`src/rtl/assert_macros.svh`:
```
// Assertion macros shared by the load estimator modules.
`ifndef ASSERT_MACROS_SVH
`define ASSERT_MACROS_SVH

// Check an implication or sequence property on every rising edge outside reset.
`define ICBP_ASSERT(label, clk, rst, prop, msg) \
  label: assert property (@(posedge clk) disable iff (rst) prop) else $error(msg);

// Check that a condition never holds outside reset.
`define ICBP_ASSERT_NEVER(label, clk, rst, cond, msg) \
  label: assert property (@(posedge clk) disable iff (rst) !(cond)) else $error(msg);

`endif

```
`src/rtl/icbp_pkg.sv`:
```
// Types and constants of the idle-count busy-percent estimator.
package icbp_pkg;

  localparam int MAX_CORES = 2;
  localparam int CORE_W    = 1;
  localparam int COUNT_W   = 32;
  localparam int TIME_W    = 63;
  localparam int RATE_W    = 52;
  localparam int BUSY_W    = 7;
  localparam int US_W      = 20;
  localparam int IDLE_W    = RATE_W + BUSY_W;
  localparam int REM_W     = TIME_W;
  localparam int ACC_W     = TIME_W + 1;
  localparam int DCNT_W    = 6;

  localparam logic [US_W-1:0]   US_PER_SECOND = 20'd1000000;
  localparam logic [BUSY_W-1:0] FULL_PERCENT  = 7'd100;

  // Quotient bits produced by each division.
  localparam logic [DCNT_W-1:0] RATE_STEPS = 6'd52;
  localparam logic [DCNT_W-1:0] IDLE_STEPS = 6'd7;

  typedef struct packed {
    logic              capture;
    logic              eval;
    logic              mul_rate;
    logic              mul_idle;
    logic              div_step;
    logic              write_busy;
    logic              commit;
    logic [CORE_W-1:0] core;
  } ctrl_cmd_t;

  typedef struct packed {
    logic fresh;
    logic div_last;
  } ctrl_status_t;

endpackage

```
`src/rtl/icbp_sample_if.sv`:
```
// Sample channel: idle counters of each core and a microsecond timestamp.
interface icbp_sample_if;
  logic                             valid;
  logic                             ready;
  logic [icbp_pkg::COUNT_W-1:0]     idle_count_core0;
  logic [icbp_pkg::COUNT_W-1:0]     idle_count_core1;
  logic [icbp_pkg::TIME_W-1:0]      time_us;

  modport source (output valid, idle_count_core0, idle_count_core1, time_us, input ready);
  modport sink (input valid, idle_count_core0, idle_count_core1, time_us, output ready);
endinterface

```
`src/rtl/icbp_result_if.sv`:
```
// Result channel: busy percent of each core with freshness and validity flags.
interface icbp_result_if;
  logic                          valid;
  logic                          ready;
  logic                          fresh_result;
  logic [icbp_pkg::BUSY_W-1:0]   busy_core0;
  logic [icbp_pkg::BUSY_W-1:0]   busy_core1;
  logic                          published_valid;

  modport source (output valid, fresh_result, busy_core0, busy_core1, published_valid,
                  input ready);
  modport sink (input valid, fresh_result, busy_core0, busy_core1, published_valid,
                output ready);
endinterface

```
`src/rtl/icbp_ctrl.sv`:
```
// Sequencer of the estimator: steps each core through multiply, divide and publish.
`include "assert_macros.svh"

module icbp_ctrl #(
  parameter int CORE_COUNT = 2
) (
  input  logic                    clk,
  input  logic                    rst,
  input  logic                    in_valid,
  output logic                    in_ready,
  output logic                    out_valid,
  input  logic                    out_ready,
  input  icbp_pkg::ctrl_status_t  status,
  output icbp_pkg::ctrl_cmd_t     cmd
);

  localparam logic [2:0] S_IDLE     = 3'd0;
  localparam logic [2:0] S_EVAL     = 3'd1;
  localparam logic [2:0] S_MUL_RATE = 3'd2;
  localparam logic [2:0] S_DIV_RATE = 3'd3;
  localparam logic [2:0] S_MUL_IDLE = 3'd4;
  localparam logic [2:0] S_DIV_IDLE = 3'd5;
  localparam logic [2:0] S_WRITE    = 3'd6;
  localparam logic [2:0] S_COMMIT   = 3'd7;

  localparam logic [icbp_pkg::CORE_W-1:0] LAST_CORE = icbp_pkg::CORE_W'(CORE_COUNT - 1);

  logic [2:0]                  state;
  logic [2:0]                  state_next;
  logic [icbp_pkg::CORE_W-1:0] core;
  logic [icbp_pkg::CORE_W-1:0] core_next;
  logic                        result_valid;
  logic                        result_valid_next;
  logic                        accept;
  logic                        stall;

  assign in_ready  = (state == S_IDLE);
  assign accept    = in_valid && in_ready;
  assign out_valid = result_valid;
  assign stall     = result_valid && !out_ready;

  always_comb begin
    cmd        = '0;
    cmd.core   = core;
    state_next = state;
    core_next  = core;
    case (state)
      S_IDLE: begin
        cmd.capture = accept;
        if (accept) begin
          state_next = S_EVAL;
        end
      end
      S_EVAL: begin
        cmd.eval  = 1'b1;
        core_next = '0;
        if (status.fresh) begin
          state_next = S_MUL_RATE;
        end else begin
          state_next = S_COMMIT;
        end
      end
      S_MUL_RATE: begin
        cmd.mul_rate = 1'b1;
        state_next   = S_DIV_RATE;
      end
      S_DIV_RATE: begin
        cmd.div_step = 1'b1;
        if (status.div_last) begin
          state_next = S_MUL_IDLE;
        end
      end
      S_MUL_IDLE: begin
        cmd.mul_idle = 1'b1;
        state_next   = S_DIV_IDLE;
      end
      S_DIV_IDLE: begin
        cmd.div_step = 1'b1;
        if (status.div_last) begin
          state_next = S_WRITE;
        end
      end
      S_WRITE: begin
        cmd.write_busy = 1'b1;
        if (core == LAST_CORE) begin
          state_next = S_COMMIT;
        end else begin
          core_next  = core + 1'b1;
          state_next = S_MUL_RATE;
        end
      end
      S_COMMIT: begin
        if (!stall) begin
          cmd.commit = 1'b1;
          state_next = S_IDLE;
        end
      end
      default: begin
        state_next = S_IDLE;
      end
    endcase
  end

  always_comb begin
    if (cmd.commit) begin
      result_valid_next = 1'b1;
    end else if (out_ready) begin
      result_valid_next = 1'b0;
    end else begin
      result_valid_next = result_valid;
    end
  end

  always_ff @(posedge clk) begin
    if (rst) begin
      state        <= S_IDLE;
      core         <= '0;
      result_valid <= 1'b0;
    end else begin
      state        <= state_next;
      core         <= core_next;
      result_valid <= result_valid_next;
    end
  end

  `ICBP_ASSERT(a_accept_to_eval, clk, rst, accept |=> state == S_EVAL, "accept did not start eval")
  `ICBP_ASSERT(a_stale_commits, clk, rst, (state == S_EVAL && !status.fresh) |=> state == S_COMMIT, "stale sample did not go to commit")
  `ICBP_ASSERT_NEVER(a_commit_on_stall, clk, rst, cmd.commit && stall, "commit over a pending result")

endmodule

```
`src/rtl/icbp_dp.sv`:
```
// Datapath of the estimator: sample state, multipliers, shared serial divider, results.
`include "assert_macros.svh"

module icbp_dp #(
  parameter int CORE_COUNT = 2
) (
  input  logic                                clk,
  input  logic                                rst,
  input  icbp_pkg::ctrl_cmd_t                 cmd,
  output icbp_pkg::ctrl_status_t              status,
  input  logic [icbp_pkg::COUNT_W-1:0]        idle_count_core0,
  input  logic [icbp_pkg::COUNT_W-1:0]        idle_count_core1,
  input  logic [icbp_pkg::TIME_W-1:0]         time_us,
  output logic                                fresh_result,
  output logic [icbp_pkg::BUSY_W-1:0]         busy_core0,
  output logic [icbp_pkg::BUSY_W-1:0]         busy_core1,
  output logic                                published_valid
);

  localparam int COUNT_W = icbp_pkg::COUNT_W;
  localparam int TIME_W  = icbp_pkg::TIME_W;
  localparam int RATE_W  = icbp_pkg::RATE_W;
  localparam int BUSY_W  = icbp_pkg::BUSY_W;
  localparam int IDLE_W  = icbp_pkg::IDLE_W;
  localparam int REM_W   = icbp_pkg::REM_W;
  localparam int ACC_W   = icbp_pkg::ACC_W;
  localparam int DCNT_W  = icbp_pkg::DCNT_W;
  localparam int NCORE   = icbp_pkg::MAX_CORES;

  logic [COUNT_W-1:0] cur_count  [NCORE];
  logic [COUNT_W-1:0] prev_count [NCORE];
  logic [RATE_W-1:0]  best       [NCORE];
  logic [BUSY_W-1:0]  pub_busy   [NCORE];
  logic [TIME_W-1:0]  cur_time;
  logic [TIME_W-1:0]  prev_time;
  logic [TIME_W-1:0]  step;
  logic               baseline;
  logic               pub_flag;
  logic               fresh_q;
  logic               best_zero;

  logic [REM_W-1:0]   div_rem;
  logic [ACC_W-1:0]   div_acc;
  logic [REM_W-1:0]   div_den;
  logic [DCNT_W-1:0]  div_cnt;

  logic [COUNT_W-1:0] delta;
  logic [RATE_W-1:0]  rate_prod;
  logic [RATE_W-1:0]  rate;
  logic [RATE_W-1:0]  best_new;
  logic [IDLE_W-1:0]  idle_prod;
  logic [ACC_W-1:0]   trial;
  logic [ACC_W-1:0]   diff;
  logic               ge;
  logic [BUSY_W-1:0]  idle_share;
  logic [BUSY_W-1:0]  busy_val;

  assign delta     = cur_count[cmd.core] - prev_count[cmd.core];
  assign rate_prod = RATE_W'(delta) * RATE_W'(icbp_pkg::US_PER_SECOND);
  assign rate      = div_acc[RATE_W-1:0];
  assign best_new  = (rate > best[cmd.core]) ? rate : best[cmd.core];
  assign idle_prod = IDLE_W'(rate) * IDLE_W'(icbp_pkg::FULL_PERCENT);

  assign trial = {div_rem, div_acc[ACC_W-1]};
  assign ge    = (trial >= {1'b0, div_den});
  assign diff  = trial - {1'b0, div_den};

  assign idle_share = (div_acc[BUSY_W-1:0] > icbp_pkg::FULL_PERCENT) ?
                      icbp_pkg::FULL_PERCENT : div_acc[BUSY_W-1:0];
  assign busy_val = best_zero ? icbp_pkg::FULL_PERCENT : (icbp_pkg::FULL_PERCENT - idle_share);

  assign status.fresh    = baseline && (cur_time > prev_time);
  assign status.div_last = (div_cnt == DCNT_W'(1));

  always_ff @(posedge clk) begin
    if (cmd.capture) begin
      cur_count[0] <= idle_count_core0;
      cur_count[1] <= idle_count_core1;
      cur_time     <= time_us;
    end
    if (cmd.eval) begin
      fresh_q <= status.fresh;
      step    <= cur_time - prev_time;
    end
    if (cmd.mul_rate) begin
      div_rem <= '0;
      div_acc <= {rate_prod, (ACC_W - RATE_W)'(0)};
      div_den <= step;
      div_cnt <= icbp_pkg::RATE_STEPS;
    end else if (cmd.mul_idle) begin
      best_zero <= (best_new == '0);
      div_rem   <= REM_W'(idle_prod[IDLE_W-1:BUSY_W]);
      div_acc   <= {idle_prod[BUSY_W-1:0], (ACC_W - BUSY_W)'(0)};
      div_den   <= REM_W'(best_new);
      div_cnt   <= icbp_pkg::IDLE_STEPS;
    end else if (cmd.div_step) begin
      div_rem <= ge ? diff[REM_W-1:0] : trial[REM_W-1:0];
      div_acc <= {div_acc[ACC_W-2:0], ge};
      div_cnt <= div_cnt - 1'b1;
    end
    if (cmd.commit) begin
      fresh_result    <= fresh_q;
      busy_core0      <= pub_busy[0];
      busy_core1      <= (CORE_COUNT > 1) ? pub_busy[1] : '0;
      published_valid <= pub_flag || fresh_q;
    end
  end

  always_ff @(posedge clk) begin
    if (rst) begin
      for (int c = 0; c < NCORE; c++) begin
        prev_count[c] <= '0;
        best[c]       <= '0;
        pub_busy[c]   <= '0;
      end
      prev_time <= '0;
      baseline  <= 1'b0;
      pub_flag  <= 1'b0;
    end else begin
      if (cmd.mul_idle) begin
        best[cmd.core] <= best_new;
      end
      if (cmd.write_busy) begin
        pub_busy[cmd.core] <= busy_val;
      end
      if (cmd.commit) begin
        for (int c = 0; c < NCORE; c++) begin
          prev_count[c] <= cur_count[c];
        end
        prev_time <= cur_time;
        baseline  <= 1'b1;
        pub_flag  <= pub_flag || fresh_q;
      end
    end
  end

  `ICBP_ASSERT_NEVER(a_div_overrun, clk, rst, cmd.div_step && (div_cnt == '0), "divider stepped past its last bit")
  `ICBP_ASSERT(a_busy_range, clk, rst, cmd.write_busy |=> pub_busy[$past(cmd.core)] <= icbp_pkg::FULL_PERCENT, "busy percent above full scale")

endmodule

```
`src/rtl/idle_count_busy_percent.sv`:
```
// Top level of the per-core busy percent estimator.
// Usage:
//   sample (sink): one transaction per load sample, carrying each core's
//   free-running idle counter and a microsecond timestamp.
//   result (source): exactly one transaction per sample, with the busy
//   percent of each core, fresh_result and published_valid.
// The first sample after reset only stores a baseline; a sample whose
// timestamp does not advance gives no fresh result. Both repeat the last
// published values. Otherwise each core's idle rate goes through one
// 52-step and one 7-step pass of a shared restoring divider.
// A sample with no fresh result goes from eval straight to commit;
// otherwise each core passes through rate multiply, rate divide, idle
// multiply, idle divide and write. One sample is in work at a time; the
// next is accepted the cycle after the result register is loaded.
// A stalled receiver holds the result register; a new sample may still be
// accepted and worked up to its final load, which waits for the transfer.
// Reset (rst, synchronous) clears the baseline, peak rates and published
// values and drops any pending result.
module idle_count_busy_percent #(
  parameter int CORE_COUNT = 2
) (
  input  logic             clk,
  input  logic             rst,
  icbp_sample_if.sink      sample,
  icbp_result_if.source    result
);

  icbp_pkg::ctrl_cmd_t    cmd;
  icbp_pkg::ctrl_status_t status;

  icbp_ctrl #(
    .CORE_COUNT (CORE_COUNT)
  ) u_ctrl (
    .clk       (clk),
    .rst       (rst),
    .in_valid  (sample.valid),
    .in_ready  (sample.ready),
    .out_valid (result.valid),
    .out_ready (result.ready),
    .status    (status),
    .cmd       (cmd)
  );

  icbp_dp #(
    .CORE_COUNT (CORE_COUNT)
  ) u_dp (
    .clk              (clk),
    .rst              (rst),
    .cmd              (cmd),
    .status           (status),
    .idle_count_core0 (sample.idle_count_core0),
    .idle_count_core1 (sample.idle_count_core1),
    .time_us          (sample.time_us),
    .fresh_result     (result.fresh_result),
    .busy_core0       (result.busy_core0),
    .busy_core1       (result.busy_core1),
    .published_valid  (result.published_valid)
  );

endmodule

```
`src/flat_wrapper.sv`:
```
// flat-port wrapper written by rule: the top's interface ports become plain ports
module idle_count_busy_percent_flat 
#(
  parameter int CORE_COUNT = 2
)
  (clk, rst, sample_valid, sample_idle_count_core0, sample_idle_count_core1, sample_time_us, sample_ready, result_valid, result_fresh_result, result_busy_core0, result_busy_core1, result_published_valid, result_ready);
  icbp_sample_if sample_i ();
  icbp_result_if result_i ();
  input  logic clk;
  input  logic rst;
  input wire logic [$bits(sample_i.valid)-1:0] sample_valid;
  input wire logic [$bits(sample_i.idle_count_core0)-1:0] sample_idle_count_core0;
  input wire logic [$bits(sample_i.idle_count_core1)-1:0] sample_idle_count_core1;
  input wire logic [$bits(sample_i.time_us)-1:0] sample_time_us;
  output wire logic [$bits(sample_i.ready)-1:0] sample_ready;
  output wire logic [$bits(result_i.valid)-1:0] result_valid;
  output wire logic [$bits(result_i.fresh_result)-1:0] result_fresh_result;
  output wire logic [$bits(result_i.busy_core0)-1:0] result_busy_core0;
  output wire logic [$bits(result_i.busy_core1)-1:0] result_busy_core1;
  output wire logic [$bits(result_i.published_valid)-1:0] result_published_valid;
  input wire logic [$bits(result_i.ready)-1:0] result_ready;
  assign sample_i.valid = sample_valid;
  assign sample_i.idle_count_core0 = sample_idle_count_core0;
  assign sample_i.idle_count_core1 = sample_idle_count_core1;
  assign sample_i.time_us = sample_time_us;
  assign sample_ready = sample_i.ready;
  assign result_valid = result_i.valid;
  assign result_fresh_result = result_i.fresh_result;
  assign result_busy_core0 = result_i.busy_core0;
  assign result_busy_core1 = result_i.busy_core1;
  assign result_published_valid = result_i.published_valid;
  assign result_i.ready = result_ready;
  idle_count_busy_percent #(.CORE_COUNT(CORE_COUNT)) u_core (.clk(clk), .rst(rst), .sample(sample_i), .result(result_i));
endmodule
```
`config.mk`:
```
export PLATFORM = sky130hd
export DESIGN_NAME = idle_count_busy_percent_flat
export DESIGN_NICKNAME = d
export VERILOG_FILES = /design/src/rtl/icbp_pkg.sv /design/src/rtl/icbp_sample_if.sv /design/src/rtl/icbp_result_if.sv /design/src/rtl/icbp_ctrl.sv /design/src/rtl/icbp_dp.sv /design/src/rtl/idle_count_busy_percent.sv /design/src/flat_wrapper.sv
export VERILOG_INCLUDE_DIRS = /design/src /design/src/rtl
export SDC_FILE = /design/constraint.sdc
export NUM_CORES = 2
export LEC_CHECK = 0
export BUFFER_PORTS_ARGS = -buffer_cell sky130_fd_sc_hd__buf_2
export CAP_MARGIN = 25
export CORE_ASPECT_RATIO = 1.4
export CORE_MARGIN = 1.5
export CORE_UTILIZATION = 64
export DETAILED_ROUTE_END_ITERATION = 6
export GPL_TIMING_DRIVEN = 0
export PLACE_DENSITY = 0.82
export SLEW_MARGIN = 5
export SYNTH_ARGS = -nofsm -noshare
export SYNTH_HDL_FRONTEND = slang
export SYNTH_SLANG_ARGS = --single-unit
```
`constraint.sdc`:
```
create_clock -name clk -period 11.4 [get_ports clk]
set_clock_uncertainty 0.05 [all_clocks]
set_input_delay 0.57 -clock clk [delete_from_list [all_inputs] [get_ports clk]]
set_output_delay 0.57 -clock clk [all_outputs]
set_load 0.005 [all_outputs]
```
* Word-level counts from Yosys, hierarchy flattened *
Memories as Yosys holds them, arrays and structs flattened. A register that Yosys moved wholly into a read port is not among the register bits.
Index checks and enable logic that the tools add are counted.

word-level totals
  flip-flop bits (word level) = 396
  RAM bits = 246
  input port bits = 131
  output and inout bits = 18
  logic and storage cells = 127
  memories kept = 4

operators by class
  $add $sub $neg = 6
  $mul = 2
  magnitude comparators = 4
  equality and inequality tests = 12
  multiplexer cells = 59
  bitwise operators = 3
  reductions and logical operators = 18

memories
  memory                  depth  bits a word  rd ports  clocked after Yosys merged registers in  wr ports  line           source
  u_core.u_dp.best        2      52           1         1                                        2         icbp_dp.sv:32  logic [RATE_W-1:0] best [NCORE];
  u_core.u_dp.cur_count   2      32           3         1                                        2         icbp_dp.sv:30  logic [COUNT_W-1:0] cur_count [NCORE];
  u_core.u_dp.prev_count  2      32           1         1                                        2         icbp_dp.sv:31  logic [COUNT_W-1:0] prev_count [NCORE];
  u_core.u_dp.pub_busy    2      7            2         2                                        2         icbp_dp.sv:33  logic [BUSY_W-1:0] pub_busy [NCORE];

operators with widths
  cell                      number
  $mux W52                  4
  $mux W64                  3
  $mux W63                  3
  $sub A63 B63 Y63          2
  $ge A64 B63 Y1            1
  $mux W32                  2
  $gt A63 B63 Y1            1
  $mul A52 B5 Y57 const B   1
  $gt A52 B52 Y1            1
  $logic_not A52 Y1         1
  $reduce_or A52 Y1         1
  $mul A32 B14 Y46 const B  1
  $mux W1                   34
  $sub A32 B32 Y32          1
  $pmux W3 S8               1
  $mux W7                   3
  $mux W3                   6
  $eq A3 B3 Y1 const B      4
  $mux W6                   2
  $reduce_bool A2 Y1        4
  $gt A7 B7 Y1 const B      1
  $reduce_or A7 Y1          1
  $sub A7 B7 Y7 const A     1
  $eq A3 B2 Y1 const B      2
  17 further kinds          23

* Logic depth before layout (Yosys ltp) *
  word-level depth = 8
  gate-level depth with buffers = 42
  depth with buffers taken out = 36

* Cells and area by module *
A second synthesis with hierarchy kept.

unflattened totals
  cell total of the unflattened synthesis = 4,975
  area total of the unflattened synthesis = 48,838.1 sq um

modules (own cells, without submodules)
  module     times used  cells an instance  area an instance (sq um)  sequential area each (sq um)
  icbp_dp    1           4,926              48,456.5                  18,027.3
  icbp_ctrl  1           49                 381.6                     100.1

* Worst setup path after synthesis *
OpenSTA, ideal clock, no wires.

  path type = reg-to-reg
  start point = register (tool-made name)
  end point = register u_core.u_dp.div_acc[62], data pin
  setup time = 0.262 ns
  arrival = 9.875 ns
  data required time = 11.088 ns
  slack = 1.213 ns
  stages on the path, launching flop included = 43
  path buffers = 6
  period minus slack after synthesis = 10.187 ns
  cells stage by stage = dfxtp_1 -> clkbuf_1 -> clkbuf_1 -> buf_2 -> buf_2 -> buf_2 -> buf_1 -> mux2i_1 -> ha_1 -> inv_1 -> fa_1 -> a21o_1 -> a21oi_1 -> nor4_1 -> nor3_1 -> nor2b_1 -> a21oi_1 -> xor2_1 -> (+7 left out) -> fa_1 -> inv_1 -> ha_1 -> inv_1 -> fa_1 -> inv_1 -> ha_1 -> a21o_1 -> a21o_1 -> a21oi_1 -> nand2_1 -> a2111oi_4 -> o21bai_2 -> nor4b_2 -> o31ai_1 -> a211oi_1 -> xor2_1 -> o21ai_1

RTL lines
  what                    line           source
  end signal: assignment  icbp_dp.sv:87  div_acc <= {rate_prod, (ACC_W - RATE_W)'(0)};
  end signal: assignment  icbp_dp.sv:93  div_acc <= {idle_prod[BUSY_W-1:0], (ACC_W - BUSY_W)'(0)};
  end signal: assignment  icbp_dp.sv:98  div_acc <= {div_acc[ACC_W-2:0], ge};
  end: declaration        icbp_dp.sv:43  logic [ACC_W-1:0] div_acc;

==> flow_summary.json <==
{
  "rsz0062_at_grt": "no",
  "grt_pass1_vias": 39700,
  "synth_area_leaders": "edfxtp_1 30%, ha_1 13%, fa_1 6.8%",
  "grt_pass1_wl_um": 238000,
  "num_io_pins": 149,
  "finalHoldViolCount": 0,
  "hold_class": "input pin to flop",
  "fmax_mhz": 90.9,
  "synth_seq_cells": 657,
  "cp_slowest_stage_delay_ns": 0.55,
  "fin_nets": 6306,
  "yosys.area.top_type": "edfxtp_1",
  "dieHeight_um": 333,
  "synth-edff-count": 499,
  "synth.most_common_cell": "inv_1",
  "critical_path.max_fanout": 19,
  "cp-start-kind": "flop",
  "crit_arrival_ns": 11.32,
  "setup_viol": 0,
  "grt_overflow": 0,
  "synth_nets": 6071,
  "synth_flop_cell": "edfxtp_1",
  "dp_cells": 6442,
  "fp.coreArea_sq_mm": 0.0767,
  "nFillCells": 5784,
  "ant_nets": 0,
  "grt_max_degree": 78,
  "status": "finished, final reports clean",
  "routed_wl_um": 159000,
  "die_w_um": 239,
  "hold_slack_ns": 0.0604,
  "instances_no_fill": 6579,
  "track_usage": 0.401,
  "core.rowCount": 120,
  "routed-via-count": 41100,
  "root_buffer": "clkbuf_16",
  "critPathRequiredTime_ns": 11.72,
  "routedWlPerCell_um": 24.2,
  "regArea_sq_mm": 0.0182,
  "cts_buffer_depth": 3,
  "drv_slew": 0,
  "cts_sinks": 657,
  "crit_buf_inv": 10,
  "synthArstFlopShare": 0,
  "clk_latency_ns": 0.64,
  "slowest_stage": "fa_1",
  "synth_top_area_share": 0.301,
  "yosysUniqueCellTypes": 100,
  "start_util": 0.650,
  "clk_pin_slew_worst_paths_ns": 0.07,
  "slew_headroom": 0.226,
  "syn_avg_cell_area_sq_um": 9.50,
  "crit_top_cell": "inv_1",
  "multiInputGateArea_sq_mm": 0.0287,
  "drt_iter0_drc": 4038,
  "drt_pass1_iterations": 6,
  "cts_htree_levels": 3,
  "post-route-min-period_ns": 11.00,
  "crit_path_end_kind": "flop",
  "grt_antenna_before_repair": 8,
  "layout-drive-gt1-share": 0.0782,
  "worstSetupPathType": "flop to flop",
  "yosys_warnings": 0,
  "hold_buffers": 0,
  "gp_congestion": 1.07,
  "io_buffers": 147,
  "yosysSeqAreaShare": 0.364,
  "yosys-top-cells-count": "644 x inv_1, 524 x ha_1, 499 x edfxtp_1",
  "max-cap-violations": 0,
  "fin_crit_sh": 0.965,
  "synth_cells": 5246,
  "remaining_drc_errors": 0,
  "die_area_sq_mm": 0.0796,
  "vias_per_cell": 6.25,
  "synth_area_sq_mm": 0.0498,
  "syn_to_final_growth_pct": 9.61,
  "worst_pin_slew_ns": 1.15,
  "hpwl_um": 126000,
  "cp_top_family": "compound AO/OA/AOI/OAI gates",
  "worstHoldStart": "sample_time_us[1]",
  "cts_inserted_buffers": 67,
  "cts_tree": "yes"
}
==> worst reg2reg max path: cells and delay by family (launching register included) <==
kind                     cells  cell delay (ns)
XOR/XNOR                     2             0.62
AND/OR/NAND/NOR              7             1.34
buffers and inverters       10             1.98
adder cells (fa/ha/maj)      7             2.89
AO/OA/AOI/OAI               11             2.99
multiplexers                 1             0.37
flip-flops                   1             0.49
==> cell families (layout without fill, tap and decap cells) <==
logic type | Yosys count | in the layout | share of synthesized area
compound gates | 1322 | 1322 | 0.169
xor+xnor | 262 | 262 | 0.0462
fa+ha+maj | 694 | 694 | 0.200
buf+inv | 849 | 1137 | 0.0648
flops | 657 | 657 | 0.364
mux | 175 | 175 | 0.0366
other cells | 0 | 8 | 0
simple gates | 1287 | 1287 | 0.120
==> layer usage <==
metal / vias to the layer above / global-route usage / part of all wire
li1: 18900 / - / -
met5: - / 0 / 0.000082
met2: 2030 / 0.668 / 0.47
met4: 2 / 0.323 / 0.097
met3: 652 / 0.102 / 0.082
met1: 19500 / 0.431 / 0.35
==> metrics by stage <==
stage          instance area, sq um  setup WS (ns)  utilization  setup TNS (ns)
6_report                      54600          0.402        0.712               0
5_1_grt                       54600         0.0181        0.712               0
4_1_cts                       54500         0.0565        0.710               0
3_5_place_dp                  52100          -1.76        0.679          -16.83
3_3_place_gp                  51900          -1.63        0.676          -14.11
2_1_floorplan                 49800           1.21            -               0
==> sequential cells by signal, indices dropped and copies added, names as in the netlist, 14 cells and up, named ones only <==
register and count:
u_core.u_dp.div_den 63, u_core.u_dp.prev_count 64, u_core.u_dp.best 104, u_core.u_dp.cur_count 64
u_core.u_dp.div_rem 63, u_core.u_dp.prev_time 63, u_core.u_dp.cur_time 63, u_core.u_dp.div_acc 64
u_core.u_dp.pub_busy 14, u_core.u_dp.step 63
==> cells in the final DEF, fill, tap and decap left out, types with 33 or more instances in the layout <==
master / synthesis / final
nand3_1: 60 / 60
mux2_2: 55 / 55
inv_1: 644 / 644
o31ai_1: 35 / 35
o22ai_1: 56 / 56
a21oi_1: 360 / 360
nor3_1: 40 / 40
buf_2: 17 / 164
edfxtp_1: 499 / 499
clkbuf_16: 0 / 67
nand4_1: 73 / 73
o21ai_0: 334 / 332
clkbuf_1: 163 / 172
nor2_1: 342 / 340
dfxtp_1: 158 / 157
mux2i_1: 119 / 117
and2_1: 91 / 91
nor2b_1: 42 / 42
xor2_1: 114 / 106
ha_1: 524 / 524
and3_1: 41 / 40
o211ai_1: 33 / 33
nand2b_1: 38 / 35
a21o_1: 192 / 192
fa_1: 170 / 170
xnor2_1: 147 / 138
nand2_1: 477 / 476
==> path summary, 6_finish.rpt <==
path,to,slack (ns),cells after the start
max,u_core.u_dp.div_acc[62],0.40,38
min,u_core.u_dp.cur_time[1],0.06,1
max reg2reg,u_core.u_dp.div_acc[62],0.40,38
min reg2reg,result_busy_core0[6],0.37,0
==> area by class of cell <==
type                            instances  area share
Buffer                                198      0.0147
Tap cell                             1037      0.0238
Inverter                              649      0.0446
Multi-Input combinational cell       3740       0.525
Antenna cell                            8    0.000366
Timing Repair Buffer                  168      0.0179
Clock buffer                           79      0.0315
Clock inverter                         43      0.0101
Sequential cell                       657       0.332
==> timing repair <==
action                                  4_1_cts  5_1_grt
setup buffers                                 2        0
gates resized for setup                      22        5
endpoints found under the setup margin       21        6
Power is not shown: default switching activity piles up to over one toggle a cycle in this logic, so the estimate is an artifact.
